--- src/rtl/b64c_pkg.sv ---
// Shared types, constants and character mapping functions for the Base64 codec.
`default_nettype none

package b64c_pkg;

	localparam int unsigned CFG_IDX_W   = 2;
	localparam int unsigned CFG_DATA_W  = 8;
	localparam int unsigned NUM_SLOTS   = 4;
	localparam int unsigned SLOT_IDX_W  = $clog2(NUM_SLOTS);
	localparam int unsigned QUEUE_DEPTH = 2;
	localparam int unsigned QPTR_W      = (QUEUE_DEPTH > 1) ? $clog2(QUEUE_DEPTH) : 1;
	localparam int unsigned QCNT_W      = $clog2(QUEUE_DEPTH + 1);

	localparam logic [7:0] PAD_CHAR    = 8'h3D; // '='
	localparam logic [7:0] UPPER_FIRST = 8'h41; // 'A'
	localparam logic [7:0] UPPER_LAST  = 8'h5A; // 'Z'
	localparam logic [7:0] LOWER_FIRST = 8'h61; // 'a'
	localparam logic [7:0] LOWER_LAST  = 8'h7A; // 'z'
	localparam logic [7:0] DIGIT_FIRST = 8'h30; // '0'
	localparam logic [7:0] DIGIT_LAST  = 8'h39; // '9'

	typedef enum logic [CFG_IDX_W-1:0] {
		CFG_DECODE_MODE = 2'd0,
		CFG_INDEX62     = 2'd1,
		CFG_INDEX63     = 2'd2
	} cfg_reg_t;

	typedef enum logic [2:0] {
		SLOT_SEXTET = 3'd0, // data[5:0] goes through the alphabet
		SLOT_PAD    = 3'd1, // '=' character
		SLOT_BYTE   = 3'd2, // decoded byte as is
		SLOT_BAD    = 3'd3, // invalid character flag
		SLOT_MARK   = 3'd4  // bare end marker
	} slot_kind_t;

	typedef enum logic [1:0] {
		CH_DATA = 2'd0,
		CH_PAD  = 2'd1,
		CH_BAD  = 2'd2
	} char_class_t;

	typedef struct packed {
		char_class_t cls;
		logic [5:0]  sextet;
	} char_info_t;

	typedef struct packed {
		slot_kind_t kind;
		logic [7:0] data;
	} slot_t;

	// One queue entry: all results caused by one input transaction.
	typedef struct packed {
		logic                  last;
		logic [SLOT_IDX_W-1:0] last_idx;
		slot_t [NUM_SLOTS-1:0] slots;
	} entry_t;

	function automatic char_info_t char_sextet(input logic [7:0] c, input logic [7:0] i62,
			input logic [7:0] i63);
		char_info_t r;
		r.cls    = CH_BAD;
		r.sextet = '0;
		if (c == PAD_CHAR) begin
			r.cls = CH_PAD;
		end else if (c >= UPPER_FIRST && c <= UPPER_LAST) begin
			r.cls    = CH_DATA;
			r.sextet = 6'(c - UPPER_FIRST);
		end else if (c >= LOWER_FIRST && c <= LOWER_LAST) begin
			r.cls    = CH_DATA;
			r.sextet = 6'(c - LOWER_FIRST + 8'd26);
		end else if (c >= DIGIT_FIRST && c <= DIGIT_LAST) begin
			r.cls    = CH_DATA;
			r.sextet = 6'(c - DIGIT_FIRST + 8'd52);
		end else if (c == i62) begin
			r.cls    = CH_DATA;
			r.sextet = 6'd62;
		end else if (c == i63) begin
			r.cls    = CH_DATA;
			r.sextet = 6'd63;
		end
		return r;
	endfunction

	function automatic logic [7:0] sextet_char(input logic [5:0] s, input logic [7:0] i62,
			input logic [7:0] i63);
		logic [7:0] w;
		logic [7:0] r;
		w = {2'b00, s};
		if (s < 6'd26) begin
			r = UPPER_FIRST + w;
		end else if (s < 6'd52) begin
			r = LOWER_FIRST + w - 8'd26;
		end else if (s < 6'd62) begin
			r = DIGIT_FIRST + w - 8'd52;
		end else if (s == 6'd62) begin
			r = i62;
		end else begin
			r = i63;
		end
		return r;
	endfunction

endpackage

`default_nettype wire

--- src/rtl/b64c_if.sv ---
// Stream channel interfaces for the Base64 codec input and output.
`default_nettype none

interface b64c_in_if;
	logic       valid;
	logic       ready;
	logic [7:0] in_byte;
	logic       in_last;

	modport source(output valid, in_byte, in_last, input ready);
	modport sink(input valid, in_byte, in_last, output ready);
endinterface

interface b64c_out_if;
	logic       valid;
	logic       ready;
	logic [7:0] out_byte;
	logic       out_valid;
	logic       bad_char;
	logic       out_last;

	modport source(output valid, out_byte, out_valid, bad_char, out_last, input ready);
	modport sink(input valid, out_byte, out_valid, bad_char, out_last, output ready);
endinterface

`default_nettype wire

--- src/rtl/b64c_front.sv ---
// Front end: accepts input transactions, tracks group state, builds result entries.
`default_nettype none

module b64c_front
	import b64c_pkg::*;
(
	input  wire logic       clk,
	input  wire logic       arst_n,
	input  wire logic       decode_mode,
	input  wire logic       mode_wr,
	input  wire logic [7:0] index62_char,
	input  wire logic [7:0] index63_char,
	b64c_in_if.sink         in_ch,
	input  wire logic       q_full,
	output logic            push,
	output entry_t          push_entry
);

	logic [1:0] phase_q;
	logic [5:0] held_q;
	logic [1:0] phase_d;
	logic [5:0] held_d;
	logic [2:0] n_res;
	logic       accept;
	logic [7:0] b;
	char_info_t info;
	entry_t     ent;

	assign in_ch.ready = !q_full;
	assign accept      = in_ch.valid && !q_full;
	assign b           = in_ch.in_byte;

	always_comb begin
		ent     = '0;
		n_res   = 3'd0;
		phase_d = phase_q;
		held_d  = held_q;
		info    = char_sextet(b, index62_char, index63_char);
		if (!decode_mode) begin
			case (phase_q)
				2'd1: begin
					ent.slots[0].kind = SLOT_SEXTET;
					ent.slots[0].data = {2'b00, held_q | {2'b00, b[7:4]}};
					held_d  = {b[3:0], 2'b00};
					phase_d = 2'd2;
					n_res   = 3'd1;
				end
				2'd2: begin
					ent.slots[0].kind = SLOT_SEXTET;
					ent.slots[0].data = {2'b00, held_q | {4'b0000, b[7:6]}};
					ent.slots[1].kind = SLOT_SEXTET;
					ent.slots[1].data = {2'b00, b[5:0]};
					held_d  = 6'd0;
					phase_d = 2'd0;
					n_res   = 3'd2;
				end
				default: begin
					// phase 3 cannot occur in encode and is taken as a new group
					ent.slots[0].kind = SLOT_SEXTET;
					ent.slots[0].data = {2'b00, b[7:2]};
					held_d  = {b[1:0], 4'b0000};
					phase_d = 2'd1;
					n_res   = 3'd1;
				end
			endcase
			if (in_ch.in_last) begin
				if (phase_d == 2'd1) begin
					ent.slots[1].kind = SLOT_SEXTET;
					ent.slots[1].data = {2'b00, held_d};
					ent.slots[2].kind = SLOT_PAD;
					ent.slots[3].kind = SLOT_PAD;
					n_res = 3'd4;
				end else if (phase_d == 2'd2) begin
					ent.slots[1].kind = SLOT_SEXTET;
					ent.slots[1].data = {2'b00, held_d};
					ent.slots[2].kind = SLOT_PAD;
					n_res = 3'd3;
				end
			end
		end else begin
			case (info.cls)
				CH_BAD: begin
					ent.slots[0].kind = SLOT_BAD;
					n_res = 3'd1;
				end
				CH_DATA: begin
					ent.slots[0].kind = SLOT_BYTE;
					case (phase_q)
						2'd0: begin
							held_d  = info.sextet;
							phase_d = 2'd1;
						end
						2'd1: begin
							ent.slots[0].data = {held_q, info.sextet[5:4]};
							held_d  = {2'b00, info.sextet[3:0]};
							phase_d = 2'd2;
							n_res   = 3'd1;
						end
						2'd2: begin
							ent.slots[0].data = {held_q[3:0], info.sextet[5:2]};
							held_d  = {4'b0000, info.sextet[1:0]};
							phase_d = 2'd3;
							n_res   = 3'd1;
						end
						default: begin
							ent.slots[0].data = {held_q[1:0], info.sextet};
							held_d  = 6'd0;
							phase_d = 2'd0;
							n_res   = 3'd1;
						end
					endcase
				end
				default: begin
					// '=' is skipped
				end
			endcase
		end
		if (in_ch.in_last) begin
			if (n_res == 3'd0) begin
				ent.slots[0].kind = SLOT_MARK;
				ent.slots[0].data = 8'd0;
				n_res = 3'd1;
			end
			phase_d = 2'd0;
			held_d  = 6'd0;
		end
		ent.last     = in_ch.in_last;
		ent.last_idx = SLOT_IDX_W'(n_res - 3'd1);
	end

	assign push       = accept && (n_res != 3'd0);
	assign push_entry = ent;

	always_ff @(posedge clk or negedge arst_n) begin
		if (!arst_n) begin
			phase_q <= 2'd0;
			held_q  <= 6'd0;
		end else if (mode_wr) begin
			phase_q <= 2'd0;
			held_q  <= 6'd0;
		end else if (accept) begin
			phase_q <= phase_d;
			held_q  <= held_d;
		end
	end

endmodule

`default_nettype wire

--- src/rtl/b64c_queue.sv ---
// Small register queue of result entries between front and back ends.
`default_nettype none

module b64c_queue
	import b64c_pkg::*;
(
	input  wire logic   clk,
	input  wire logic   arst_n,
	input  wire logic   push,
	input  wire entry_t push_entry,
	input  wire logic   pop,
	output entry_t      head,
	output logic        full,
	output logic        empty
);

	entry_t              store_q [QUEUE_DEPTH];
	logic [QPTR_W-1:0]   wr_ptr_q;
	logic [QPTR_W-1:0]   rd_ptr_q;
	logic [QCNT_W-1:0]   count_q;

	assign full  = (count_q == QCNT_W'(QUEUE_DEPTH));
	assign empty = (count_q == '0);
	assign head  = store_q[rd_ptr_q];

	function automatic logic [QPTR_W-1:0] ptr_next(input logic [QPTR_W-1:0] p);
		logic [QPTR_W-1:0] r;
		if (p == QPTR_W'(QUEUE_DEPTH - 1)) begin
			r = '0;
		end else begin
			r = p + 1'b1;
		end
		return r;
	endfunction

	always_ff @(posedge clk) begin
		if (push) begin
			store_q[wr_ptr_q] <= push_entry;
		end
	end

	always_ff @(posedge clk or negedge arst_n) begin
		if (!arst_n) begin
			wr_ptr_q <= '0;
			rd_ptr_q <= '0;
			count_q  <= '0;
		end else begin
			if (push) begin
				wr_ptr_q <= ptr_next(wr_ptr_q);
			end
			if (pop) begin
				rd_ptr_q <= ptr_next(rd_ptr_q);
			end
			if (push && !pop) begin
				count_q <= count_q + 1'b1;
			end else if (pop && !push) begin
				count_q <= count_q - 1'b1;
			end
		end
	end

endmodule

`default_nettype wire

--- src/rtl/b64c_back.sv ---
// Back end: walks the slots of the head entry and drives one result per transaction.
`default_nettype none

module b64c_back
	import b64c_pkg::*;
(
	input  wire logic       clk,
	input  wire logic       arst_n,
	input  wire logic [7:0] index62_char,
	input  wire logic [7:0] index63_char,
	input  wire entry_t     head,
	input  wire logic       q_empty,
	output logic            pop,
	b64c_out_if.source      out_ch
);

	logic [SLOT_IDX_W-1:0] slot_idx_q;
	logic                  valid_q;
	logic [7:0]            byte_q;
	logic                  data_valid_q;
	logic                  bad_q;
	logic                  last_q;

	slot_t      cur;
	logic       load;
	logic       final_slot;
	logic [7:0] res_byte;
	logic       res_valid;
	logic       res_bad;

	assign cur        = head.slots[slot_idx_q];
	assign final_slot = (slot_idx_q == head.last_idx);
	assign load       = !q_empty && (!valid_q || out_ch.ready);
	assign pop        = load && final_slot;

	always_comb begin
		res_byte  = 8'd0;
		res_valid = 1'b0;
		res_bad   = 1'b0;
		case (cur.kind)
			SLOT_SEXTET: begin
				res_byte  = sextet_char(cur.data[5:0], index62_char, index63_char);
				res_valid = 1'b1;
			end
			SLOT_PAD: begin
				res_byte  = PAD_CHAR;
				res_valid = 1'b1;
			end
			SLOT_BYTE: begin
				res_byte  = cur.data;
				res_valid = 1'b1;
			end
			SLOT_BAD: begin
				res_bad = 1'b1;
			end
			default: begin
				// bare end marker
			end
		endcase
	end

	always_ff @(posedge clk or negedge arst_n) begin
		if (!arst_n) begin
			valid_q    <= 1'b0;
			slot_idx_q <= '0;
		end else begin
			if (load) begin
				valid_q    <= 1'b1;
				slot_idx_q <= final_slot ? '0 : slot_idx_q + 1'b1;
			end else if (out_ch.ready) begin
				valid_q <= 1'b0;
			end
		end
	end

	always_ff @(posedge clk) begin
		if (load) begin
			byte_q       <= res_byte;
			data_valid_q <= res_valid;
			bad_q        <= res_bad;
			last_q       <= head.last && final_slot;
		end
	end

	assign out_ch.valid     = valid_q;
	assign out_ch.out_byte  = byte_q;
	assign out_ch.out_valid = data_valid_q;
	assign out_ch.bad_char  = bad_q;
	assign out_ch.out_last  = last_q;

endmodule

`default_nettype wire

--- src/rtl/base64_stream_codec.sv ---
// Top level of the streaming Base64 codec: configuration registers, front, queue, back.
//
//  channel   role    handshake        payload
//  in_ch     sink    valid / ready    in_byte[7:0], in_last
//  out_ch    source  valid / ready    out_byte[7:0], out_valid, bad_char, out_last
//  cfg       write   cfg_we           cfg_idx[1:0], cfg_data[7:0]
//
// An input transaction is taken every cycle while the entry queue has room; the back end
// sends one result per cycle unless the output channel stalls, and an input gives up to 4
// results for an encoded final byte. A result passes the queue store and the output register.
// Reset clears group state, the queue and the output register; no clearing pass.
// Front and back stall on their own through the two-entry queue.
`default_nettype none

module base64_stream_codec
	import b64c_pkg::*;
(
	input  wire logic                  clk,
	input  wire logic                  arst_n,
	input  wire logic                  cfg_we,
	input  wire logic [CFG_IDX_W-1:0]  cfg_idx,
	input  wire logic [CFG_DATA_W-1:0] cfg_data,
	b64c_in_if.sink                    in_ch,
	b64c_out_if.source                 out_ch
);

	logic       decode_mode_q;
	logic [7:0] index62_q;
	logic [7:0] index63_q;
	logic       mode_wr;

	logic   push;
	entry_t push_entry;
	logic   pop;
	entry_t head;
	logic   q_full;
	logic   q_empty;

	assign mode_wr = cfg_we && (cfg_idx == CFG_DECODE_MODE);

	always_ff @(posedge clk or negedge arst_n) begin
		if (!arst_n) begin
			decode_mode_q <= 1'b0;
			index62_q     <= 8'd43;
			index63_q     <= 8'd47;
		end else if (cfg_we) begin
			case (cfg_idx)
				CFG_DECODE_MODE: decode_mode_q <= cfg_data[0];
				CFG_INDEX62:     index62_q     <= cfg_data[7:0];
				CFG_INDEX63:     index63_q     <= cfg_data[7:0];
				default: begin
					// unmapped index, ignored
				end
			endcase
		end
	end

	b64c_front u_front (
		.clk          (clk),
		.arst_n       (arst_n),
		.decode_mode  (decode_mode_q),
		.mode_wr      (mode_wr),
		.index62_char (index62_q),
		.index63_char (index63_q),
		.in_ch        (in_ch),
		.q_full       (q_full),
		.push         (push),
		.push_entry   (push_entry)
	);

	b64c_queue u_queue (
		.clk        (clk),
		.arst_n     (arst_n),
		.push       (push),
		.push_entry (push_entry),
		.pop        (pop),
		.head       (head),
		.full       (q_full),
		.empty      (q_empty)
	);

	b64c_back u_back (
		.clk          (clk),
		.arst_n       (arst_n),
		.index62_char (index62_q),
		.index63_char (index63_q),
		.head         (head),
		.q_empty      (q_empty),
		.pop          (pop),
		.out_ch       (out_ch)
	);

endmodule

`default_nettype wire

--- src/flat_wrapper.sv ---
// flat-port wrapper written by rule: the top's interface ports become plain ports
module base64_stream_codec_flat import b64c_pkg::*;
  (clk, arst_n, cfg_we, cfg_idx, cfg_data, in_ch_valid, in_ch_in_byte, in_ch_in_last, in_ch_ready, out_ch_valid, out_ch_out_byte, out_ch_out_valid, out_ch_bad_char, out_ch_out_last, out_ch_ready);
  b64c_in_if in_ch_i ();
  b64c_out_if out_ch_i ();
  input  wire logic clk;
  input  wire logic arst_n;
  input  wire logic cfg_we;
  input  wire logic [CFG_IDX_W-1:0] cfg_idx;
  input  wire logic [CFG_DATA_W-1:0] cfg_data;
  input wire logic [$bits(in_ch_i.valid)-1:0] in_ch_valid;
  input wire logic [$bits(in_ch_i.in_byte)-1:0] in_ch_in_byte;
  input wire logic [$bits(in_ch_i.in_last)-1:0] in_ch_in_last;
  output wire logic [$bits(in_ch_i.ready)-1:0] in_ch_ready;
  output wire logic [$bits(out_ch_i.valid)-1:0] out_ch_valid;
  output wire logic [$bits(out_ch_i.out_byte)-1:0] out_ch_out_byte;
  output wire logic [$bits(out_ch_i.out_valid)-1:0] out_ch_out_valid;
  output wire logic [$bits(out_ch_i.bad_char)-1:0] out_ch_bad_char;
  output wire logic [$bits(out_ch_i.out_last)-1:0] out_ch_out_last;
  input wire logic [$bits(out_ch_i.ready)-1:0] out_ch_ready;
  assign in_ch_i.valid = in_ch_valid;
  assign in_ch_i.in_byte = in_ch_in_byte;
  assign in_ch_i.in_last = in_ch_in_last;
  assign in_ch_ready = in_ch_i.ready;
  assign out_ch_valid = out_ch_i.valid;
  assign out_ch_out_byte = out_ch_i.out_byte;
  assign out_ch_out_valid = out_ch_i.out_valid;
  assign out_ch_bad_char = out_ch_i.bad_char;
  assign out_ch_out_last = out_ch_i.out_last;
  assign out_ch_i.ready = out_ch_ready;
  base64_stream_codec u_core (.clk(clk), .arst_n(arst_n), .cfg_we(cfg_we), .cfg_idx(cfg_idx), .cfg_data(cfg_data), .in_ch(in_ch_i), .out_ch(out_ch_i));
endmodule
--- config.mk ---
export PLATFORM = sky130hd
export DESIGN_NAME = base64_stream_codec_flat
export DESIGN_NICKNAME = d
export VERILOG_FILES = /design/src/rtl/b64c_pkg.sv /design/src/rtl/b64c_if.sv /design/src/rtl/b64c_front.sv /design/src/rtl/b64c_queue.sv /design/src/rtl/b64c_back.sv /design/src/rtl/base64_stream_codec.sv /design/src/flat_wrapper.sv
export SDC_FILE = /design/constraint.sdc
export NUM_CORES = 1
export LEC_CHECK = 0
export BUFFER_PORTS_ARGS = -buffer_cell sky130_fd_sc_hd__buf_2
export CAP_MARGIN = 10
export CORE_MARGIN = 10
export CORE_UTILIZATION = 40
export CTS_CLUSTER_DIAMETER = 100
export DETAILED_ROUTE_END_ITERATION = 8
export GPL_ROUTABILITY_DRIVEN = 1
export GPL_TIMING_DRIVEN = 0
export PLACE_DENSITY = 0.59
export SLEW_MARGIN = 10
export SYNTH_ARGS = -nofsm -noshare
export SYNTH_HDL_FRONTEND = slang
export SYNTH_SLANG_ARGS = --single-unit
--- constraint.sdc ---
create_clock -name clk -period 6.65 [get_ports clk]
set_input_delay 0.665 -clock clk [delete_from_list [all_inputs] [get_ports clk]]
set_output_delay 0.665 -clock clk [all_outputs]
set_load 0.005 [all_outputs]
# Word level (Yosys, flattened, before mapping)
# Memories as Yosys holds them, arrays and structs flattened.
# Cells that the tools add are included.
dict set report totals {
  reg_bits 43
  ramBits 54
  in_bits 24
  output_inout_bits 13
  elab_cells 160
  n_memories 1
}
# memory depth width rd rd_clocked_by_memory_dff wr line
set mem_list {}
lappend mem_list {u_core.u_queue.store_q 2 27 1 0 1 b64c_queue.sv:17} ;# entry_t store_q [QUEUE_DEPTH];
dict set report op_classes {
  addsub 16
  magnitude_cmp 10
  eq_ne 17
  n_mux 68
  bitwise 2
  reduce_logical 32
}
# op count
set ops {}
lappend ops {{2-to-1 mux 8 bit} 10}
lappend ops {{2-to-1 mux 11 bit} 7}
lappend ops {{case mux 8 bit (3 select lines)} 2}
lappend ops {{2-to-1 mux 6 bit} 7}
lappend ops {{case mux 6 bit (2 select lines)} 2}
lappend ops {{binary-select mux 11 bit (select 2 bit)} 1}
lappend ops {{2-to-1 mux 2 bit} 11}
lappend ops {{2-to-1 mux 3 bit} 6}
lappend ops {{case mux 6 bit (3 select lines)} 1}
lappend ops {{adder 7 x 6 -> 8 bit, first input constant} 2}
lappend ops {{== test 8 bit} 2}
lappend ops {{greater-or-equal comparator 8 x 7 -> 1 bit, second input constant} 2}
lappend ops {{less-or-equal comparator 8 x 7 -> 1 bit, second input constant} 2}
lappend ops {{2-to-1 mux 1 bit} 16}
lappend ops {{< comparator 6 bit, second input constant} 2}
lappend ops {{subtractor 6 bit, second input constant} 2}
lappend ops {{logical AND 1 bit} 11}
lappend ops {{== test 2 bit, second input constant} 5}
lappend ops {{2-to-1 mux 10 bit} 1}
lappend ops {{== test 8 x 6 -> 1 bit, second input constant} 1}
lappend ops {{greater-or-equal comparator 8 x 6 -> 1 bit, second input constant} 1}
lappend ops {{less-or-equal comparator 8 x 6 -> 1 bit, second input constant} 1}
lappend ops {{zero test 2 bit} 4}
lappend ops {{case mux 2 bit (2 select lines)} 2}
lappend ops {{other kinds (28)} 44}

# Depth between registers and ports, before layout
dict set report logic_depth {
  depth_word 19
  depth_mapped 17
  depth_no_buf 16
}

# Cells and area by module
# Synthesis repeated with hierarchy kept, for this count alone.
dict set report hier_totals {
  cells_unflattened 650
  area_unflattened_um2 8056.5
}
# module instances cells_per_inst area_each_um2 seq_area_each_um2
set modules_own_cells {}
lappend modules_own_cells {b64c_queue 1 162 3657.3 2922.8}
lappend modules_own_cells {b64c_front 1 285 2147.1 200.2}
lappend modules_own_cells {b64c_back 1 166 1565.3 405.4}
lappend modules_own_cells {base64_stream_codec 1 37 686.9 436.7}

# Worst setup path after synthesis
# Ideal clock, no wire load.
dict set report synth_path {
  path_type {input to register}
  startpoint {input port in_ch_in_byte[2]}
  endpoint {memory u_core.u_queue.store_q[0][0] (netlist bit), enable pin}
  setup_ns 0.429
  arrival_ns 4.255
  path_slack_ns 1.967
  stages 13
  n_path_buf 1
  cell_sequence {buf_2 > inv_1 > ha_1 > nor2b_1 > o21ai_0 > a22o_1 > nor3_1 > o21ai_0 > mux2i_1 > o22ai_1 > ha_1 > nor2b_1 > nor3_1}
}
dict set report synth_between {
  elab_chain_len 17
  elab_cells_between_ends 29
  classes_between {6 x order compare; 4 x eq/ne; 12 x mux; 7 x reduce/logical}
}
# element line
set synth_rtl {}
lappend synth_rtl {{start, declared} flat_wrapper.sv:12} ;# input wire logic [$bits(in_ch_i.in_byte)-1:0] in_ch_in_byte;
lappend synth_rtl {{branches (longest 6 deep; another with greater-or-equal comparator 8 x 6 -> 1 bit)} -}
lappend synth_rtl {{2-to-1 mux 2 bit *} b64c_pkg.sv:64} ;# if (c == PAD_CHAR) begin
lappend synth_rtl {{== test 2 bit / zero test 2 bit (equally long branches)} b64c_front.sv:81} ;# case (info.cls)
lappend synth_rtl {{case mux 1 bit (2 select lines) *} b64c_front.sv:81}
lappend synth_rtl {{2-to-1 mux 3 bit *} b64c_front.sv:39} ;# if (!decode_mode) begin
lappend synth_rtl {{zero test 3 bit} b64c_front.sv:119} ;# if (n_res == 3'd0) begin
lappend synth_rtl {{2-to-1 mux 3 bit} b64c_front.sv:119}
lappend synth_rtl {{2-to-1 mux 3 bit *} b64c_front.sv:118} ;# if (in_ch.in_last) begin
lappend synth_rtl {{nonzero test 3 bit *} b64c_front.sv:131} ;# assign push = accept && (n_res != 3'd0);
lappend synth_rtl {{logical AND 1 bit *} b64c_front.sv:131}
lappend synth_rtl {{2-to-1 mux 1 bit *} b64c_queue.sv:37} ;# if (push) begin
lappend synth_rtl {{2-to-1 mux 1 bit (not written as such) *} b64c_queue.sv:38} ;# store_q[wr_ptr_q] <= push_entry;
lappend synth_rtl {{end, declared} b64c_queue.sv:17}
# Every way passes the cells marked *.

# Final worst setup path
dict set report layout_path {
  startpoint {input port in_ch_in_byte[2]}
  endpoint {memory u_core.u_queue.store_q[1][11] (netlist bit), enable pin}
}
dict set report layout_between {
  elab_chain_len 17
  elab_cells_between_ends 29
  classes_between {6 x order compare; 4 x eq/ne; 12 x mux; 7 x reduce/logical}
}
# element line
set layout_rtl {}
lappend layout_rtl {{branches (longest 6 deep; another with greater-or-equal comparator 8 x 6 -> 1 bit)} -}
lappend layout_rtl {{2-to-1 mux 2 bit *} b64c_pkg.sv:64}
lappend layout_rtl {{== test 2 bit / zero test 2 bit (equally long branches)} b64c_front.sv:81}
lappend layout_rtl {{case mux 1 bit (2 select lines) *} b64c_front.sv:81}
lappend layout_rtl {{2-to-1 mux 3 bit *} b64c_front.sv:39}
lappend layout_rtl {{zero test 3 bit} b64c_front.sv:119}
lappend layout_rtl {{2-to-1 mux 3 bit} b64c_front.sv:119}
lappend layout_rtl {{2-to-1 mux 3 bit *} b64c_front.sv:118}
lappend layout_rtl {{nonzero test 3 bit *} b64c_front.sv:131}
lappend layout_rtl {{logical AND 1 bit *} b64c_front.sv:131}
lappend layout_rtl {{via u_core.push} base64_stream_codec.sv:32} ;# logic push;
lappend layout_rtl {{2-to-1 mux 1 bit *} b64c_queue.sv:37}
lappend layout_rtl {{2-to-1 mux 1 bit (not written as such) *} b64c_queue.sv:38}
# Mark *: on every way through the listed nets, which the timed path passes.

==> results_tabular.tex <==
\begin{tabular}{lr}
\hline
Metric & Value \\
\hline
\multicolumn{2}{l}{\textbf{Logic synthesis}} \\
\quad Yosys warnings & 0 \\
\quad Top flip-flop cell by instance count after synthesis & sky130\_fd\_sc\_hd\_\_edfxtp\_1 \\
\quad Share of synthesized registers carrying an async set or reset & between 30\% and 40\% \\
\quad Total nets after synthesis & between 500 and 600 \\
\quad Cell types occupying the most area after synthesis & sky130\_fd\_sc\_hd\_\_edfxtp\_1 30\%, sky130\_fd\_sc\_hd\_\_dfrtp\_1 10\%, sky130\_fd\_sc\_hd\_\_ha\_1 4.8\% \\
\quad Cell count after synthesis & 519 \\
\quad Part of the Yosys area used for sequential elements & 44.70\% \\
\quad Post-synthesis instance area & around 5500 um2 \\
\quad Cell type with the largest total area after synthesis & sky130\_fd\_sc\_hd\_\_edfxtp\_1 \\
\quad Area share of the largest cell type after synthesis & 29.97\% \\
\quad Avg Synthesized Cell Area & 10.62 um2 \\
\quad Post-synthesis register bit count & 87 \\
\quad Unique masters post-synth & 74 \\
\quad Number of synthesized flops with an enable pin & 55 \\
\multicolumn{2}{l}{\textbf{Timing}} \\
\quad Final Hold Viols & 0 \\
\quad Tightest Pin Transition & around 1 ns \\
\quad Sum of negative setup slack & 0 ns \\
\quad Post-layout min period & about 4.6 ns \\
\quad Clock tree skew after final layout & between 0.005 and 0.006 ns \\
\quad Total of endpoints with negative setup slack in the final report & 0 \\
\quad Maximum clock frequency & 217.9 MHz \\
\quad Final Slew Violations & 0 \\
\quad Final clock period utilization by the worst path & 69.01\% \\
\quad Slew Limit Headroom & about a third \\
\quad RSZ-0062 raised after global routing & no \\
\multicolumn{2}{l}{\textbf{Worst hold path}} \\
\quad Class of the tightest hold or removal check & in -> async \\
\multicolumn{2}{l}{\textbf{Final layout}} \\
\quad Antenna cells & 0 \\
\quad Number of nets in the final layout & 612 \\
\quad Fraction of final layout cells sized beyond drive strength 1 & 18.88\% \\
\quad Final cell area excluding filler cells & 6190 um2 \\
\quad Area taken by flip-flops and latches & 2464 um2 \\
\quad Fill cell count & 1308 \\
\quad Fraction of the core area covered by cells at the end of the flow & 46.37\% \\
\quad Multi-input gate area in the final layout & 2833 um2 \\
\quad Area growth, synth to finish & 12.30\% \\
\multicolumn{2}{l}{\textbf{Floorplan}} \\
\quad Die Y-Extent & 137.4 um \\
\quad DIE WIDTH & 137.4 um \\
\quad Initial Util & roughly two fifths \\
\quad Core area & approximately 13000 um2 \\
\quad Area of the die & about 19000 um2 \\
\quad Number of placement rows & 42 \\
\quad Ports placed on the boundary & 37 \\
\multicolumn{2}{l}{\textbf{Place}} \\
\quad Routability Congestion & 0.9333 \\
\quad HPWL after detailed placement & 10.80 mm \\
\quad Instance area after placement & 5922 um2 \\
\quad PortBufs & 34 \\
\multicolumn{2}{l}{\textbf{Worst setup path}} \\
\quad Highest fanout seen on the critical path & 22 \\
\quad Kind of end point of the critical path & register \\
\quad Critical Path RT & 6.61 ns \\
\quad Arrival time worst endpoint & between 4 and 5 ns \\
\quad Critical path class & in -> reg \\
\quad Worst setup SP type & primary input \\
\multicolumn{2}{l}{\textbf{Clock network}} \\
\quad Clock latency on the worst-skew pair & 0.34 ns \\
\quad Buffer count from post-CTS setup fixing & 0 \\
\quad Maximum clock insertion buffer count & 2 \\
\quad Number of sinks on the clock net & 87 \\
\quad Post-CTS resize count & 0 \\
\quad Clock tree from TritonCTS & done \\
\quad Total CTS buffers & 9 \\
\quad Deepest level of the CTS H-tree & 3 \\
\quad Number of hold buffers added after cts & 0 \\
\quad Clock Tree Root & sky130\_fd\_sc\_hd\_\_clkbuf\_16 \\
\quad Post-CTS clock slew at the launch and capture registers of the worst setup and hold paths & about 0.060 ns \\
\multicolumn{2}{l}{\textbf{Detailed routing}} \\
\quad Number of remaining DRC errors & 0 \\
\quad Overall routed net length & 14.56 mm \\
\quad Via-per-instance ratio & roughly 5.8 \\
\quad Iteration-0 DRC Markers & 529 \\
\quad Detailed Routing Iterations Pass 1 & 5 \\
\quad Via count of the routed design & around 4400 \\
\quad Antenna Nets Post-Route & 0 \\
\quad Detailed-route wire length per cell & 19.47 um \\
\multicolumn{2}{l}{\textbf{Pwr}} \\
\quad Leakage power of the design & between 2 and 2.5 nW \\
\quad Power density over the cells & about 420 nW/um2 \\
\quad Worst VDD drop & 0.1683 mV \\
\multicolumn{2}{l}{\textbf{Global route}} \\
\quad Maximum number of pins on one net before global-route repair & 33 \\
\quad Total gr overflow & 0 \\
\quad Number of global-route vias before repair & 4280 \\
\quad Initial antenna violation count & 0 \\
\quad Wire length of the first global-routing pass & 23.25 mm \\
\quad Global router's overall resource usage & $\sim$16\% \\
\multicolumn{2}{l}{\textbf{Outcome}} \\
\quad Run status & finished clean \\
\multicolumn{2}{l}{\textbf{Job}} \\
\quad Number of max-capacitance violations reported & 0 \\
\hline
\end{tabular}
## flip-flops by register name, summed over array words and instances, names as in the netlist, 2 cells and up
| name | flops |
|---|---|
| u_core.u_queue.count_q | 2 |
| u_core.u_front.held_q | 6 |
| u_core.u_back.slot_idx_q | 2 |
| u_core.index63_q | 8 |
| u_core.u_back.out_ch.out_byte | 8 |
| u_core.u_queue.store_q | 44 |
| u_core.u_front.phase_q | 2 |
| u_core.index62_q | 8 |
## per-layer routing
metal / part of all wire (%) / up-vias / track usage (%)
met4: 2.0 / 0 / 6.440
met3: 6.5 / 22 / 3.496
met2: 47 / 173 / 24.88
met1: 45 / 2117 / 20.58
met5: 0 / - / 0
li1: - / 2048 / -
## layout make-up
type | instances | share of cell area, %
clock buffer | 15 | 4.002
tap | 176 | 3.558
inverter | 28 | 1.698
multi-input combinational | 380 | 45.77
timing repair buffer | 37 | 3.194
sequential | 87 | 39.80
buffer | 24 | 1.860
clock inverter | 1 | 0.1213
## logic make-up after synthesis
| logic type | after synthesis | share of synthesized area, % |
|---|---|---|
| and+or+nand+nor | 143 | 13.39 |
| AOI/OAI and AO/OA | 141 | 17.91 |
| DFF | 87 | 44.70 |
| buffers and inverters | 52 | 3.995 |
| muxes | 45 | 10.47 |
| xor gates and xnor gates | 30 | 4.767 |
| adders and majority gates | 21 | 4.767 |
## cell usage after synthesis, types with 5 or more instances
| master | number |
|---|---|
| sky130_fd_sc_hd__a211oi_1 | 7 |
| sky130_fd_sc_hd__clkbuf_1 | 13 |
| sky130_fd_sc_hd__nor2b_1 | 6 |
| sky130_fd_sc_hd__dfstp_2 | 9 |
| sky130_fd_sc_hd__a221oi_1 | 5 |
| sky130_fd_sc_hd__xor2_1 | 13 |
| sky130_fd_sc_hd__nand3_1 | 18 |
| sky130_fd_sc_hd__inv_1 | 25 |
| sky130_fd_sc_hd__a21o_1 | 8 |
| sky130_fd_sc_hd__mux2i_1 | 16 |
| sky130_fd_sc_hd__a31oi_1 | 7 |
| sky130_fd_sc_hd__mux2_2 | 21 |
| sky130_fd_sc_hd__buf_2 | 8 |
| sky130_fd_sc_hd__nor2_1 | 34 |
| sky130_fd_sc_hd__and2_1 | 7 |
| sky130_fd_sc_hd__dfrtp_1 | 23 |
| sky130_fd_sc_hd__nand2b_1 | 5 |
| sky130_fd_sc_hd__a22o_1 | 5 |
| sky130_fd_sc_hd__nor3_1 | 12 |
| sky130_fd_sc_hd__and3_1 | 6 |
| sky130_fd_sc_hd__o21ai_0 | 35 |
| sky130_fd_sc_hd__xnor2_1 | 17 |
| sky130_fd_sc_hd__a21oi_1 | 20 |
| sky130_fd_sc_hd__nand2_1 | 33 |
| sky130_fd_sc_hd__edfxtp_1 | 55 |
| sky130_fd_sc_hd__o211ai_1 | 7 |
| sky130_fd_sc_hd__ha_1 | 21 |
## power by group
group	internal [mW]	switching (mW)
combinational	0.494	0.795
sequential	0.803	0.0784
clock	0.254	0.201
## per-stage QoR
stage / cells / setup slack (ns) / hold slack [ns] / power (mW)
CTS: 747 / 2.076 / 0.4234 / 2.617
global route: 748 / 1.657 / 0.4567 / 2.814
floorplan: 519 / 1.967 / 0.3694 / 1.808
global placement: 729 / 0.4291 / 0.4764 / 2.134
finish: 748 / 2.061 / 0.3940 / 2.625
detailed placement: 731 / 1.713 / 0.4825 / 2.157
## cells in the final DEF, fill, tap and decap left out, drive strengths merged, types with 16 or more instances in the layout
cell | Yosys | routed
o21ai | 35 | 35
buf | 11 | 47
xnor2 | 17 | 17
edfxtp | 55 | 55
nand3 | 19 | 19
a21oi | 20 | 20
mux2i | 16 | 16
inv | 27 | 27
clkbuf | 13 | 28
nand2 | 34 | 34
dfrtp | 23 | 23
ha | 21 | 21
nor2 | 35 | 35
mux2 | 22 | 22
## path summary, 6_finish.rpt
path	startpoint	end	slack, ns	cells after the start
setup / recovery	in_ch_in_byte[2]	u_core.u_queue.store_q[1][11]	2.06	15
max in group asynchronous	arst_n	u_core.index63_q[6]	5.77	1
hold / removal	arst_n	u_core.u_queue.wr_ptr_q	0.39	1
min in group clk	u_core.u_back.out_ch.valid	u_core.u_back.out_ch.valid	0.49	2
setup reg to reg	u_core.index62_q[5]	u_core.u_queue.store_q[1][11]	2.80	11
hold reg to reg	u_core.u_back.out_ch.valid	u_core.u_back.out_ch.valid	0.49	2
## worst max-delay path, stage by stage
cell and delay [ns]:
sky130_fd_sc_hd__buf_2 0.12, sky130_fd_sc_hd__buf_2 0.20, sky130_fd_sc_hd__inv_1 0.24, sky130_fd_sc_hd__ha_1 0.28
sky130_fd_sc_hd__nor2b_1 0.15, sky130_fd_sc_hd__o21ai_0 0.16, sky130_fd_sc_hd__a22o_1 0.38, sky130_fd_sc_hd__nor3_1 0.40
sky130_fd_sc_hd__o21ai_0 0.20, sky130_fd_sc_hd__mux2i_1 0.18, sky130_fd_sc_hd__o22ai_1 0.16, sky130_fd_sc_hd__ha_1 0.23
sky130_fd_sc_hd__nor2b_1 0.14, sky130_fd_sc_hd__nor2_1 0.21, sky130_fd_sc_hd__and2_1 0.82
Power figures use the tool's default switching activity.
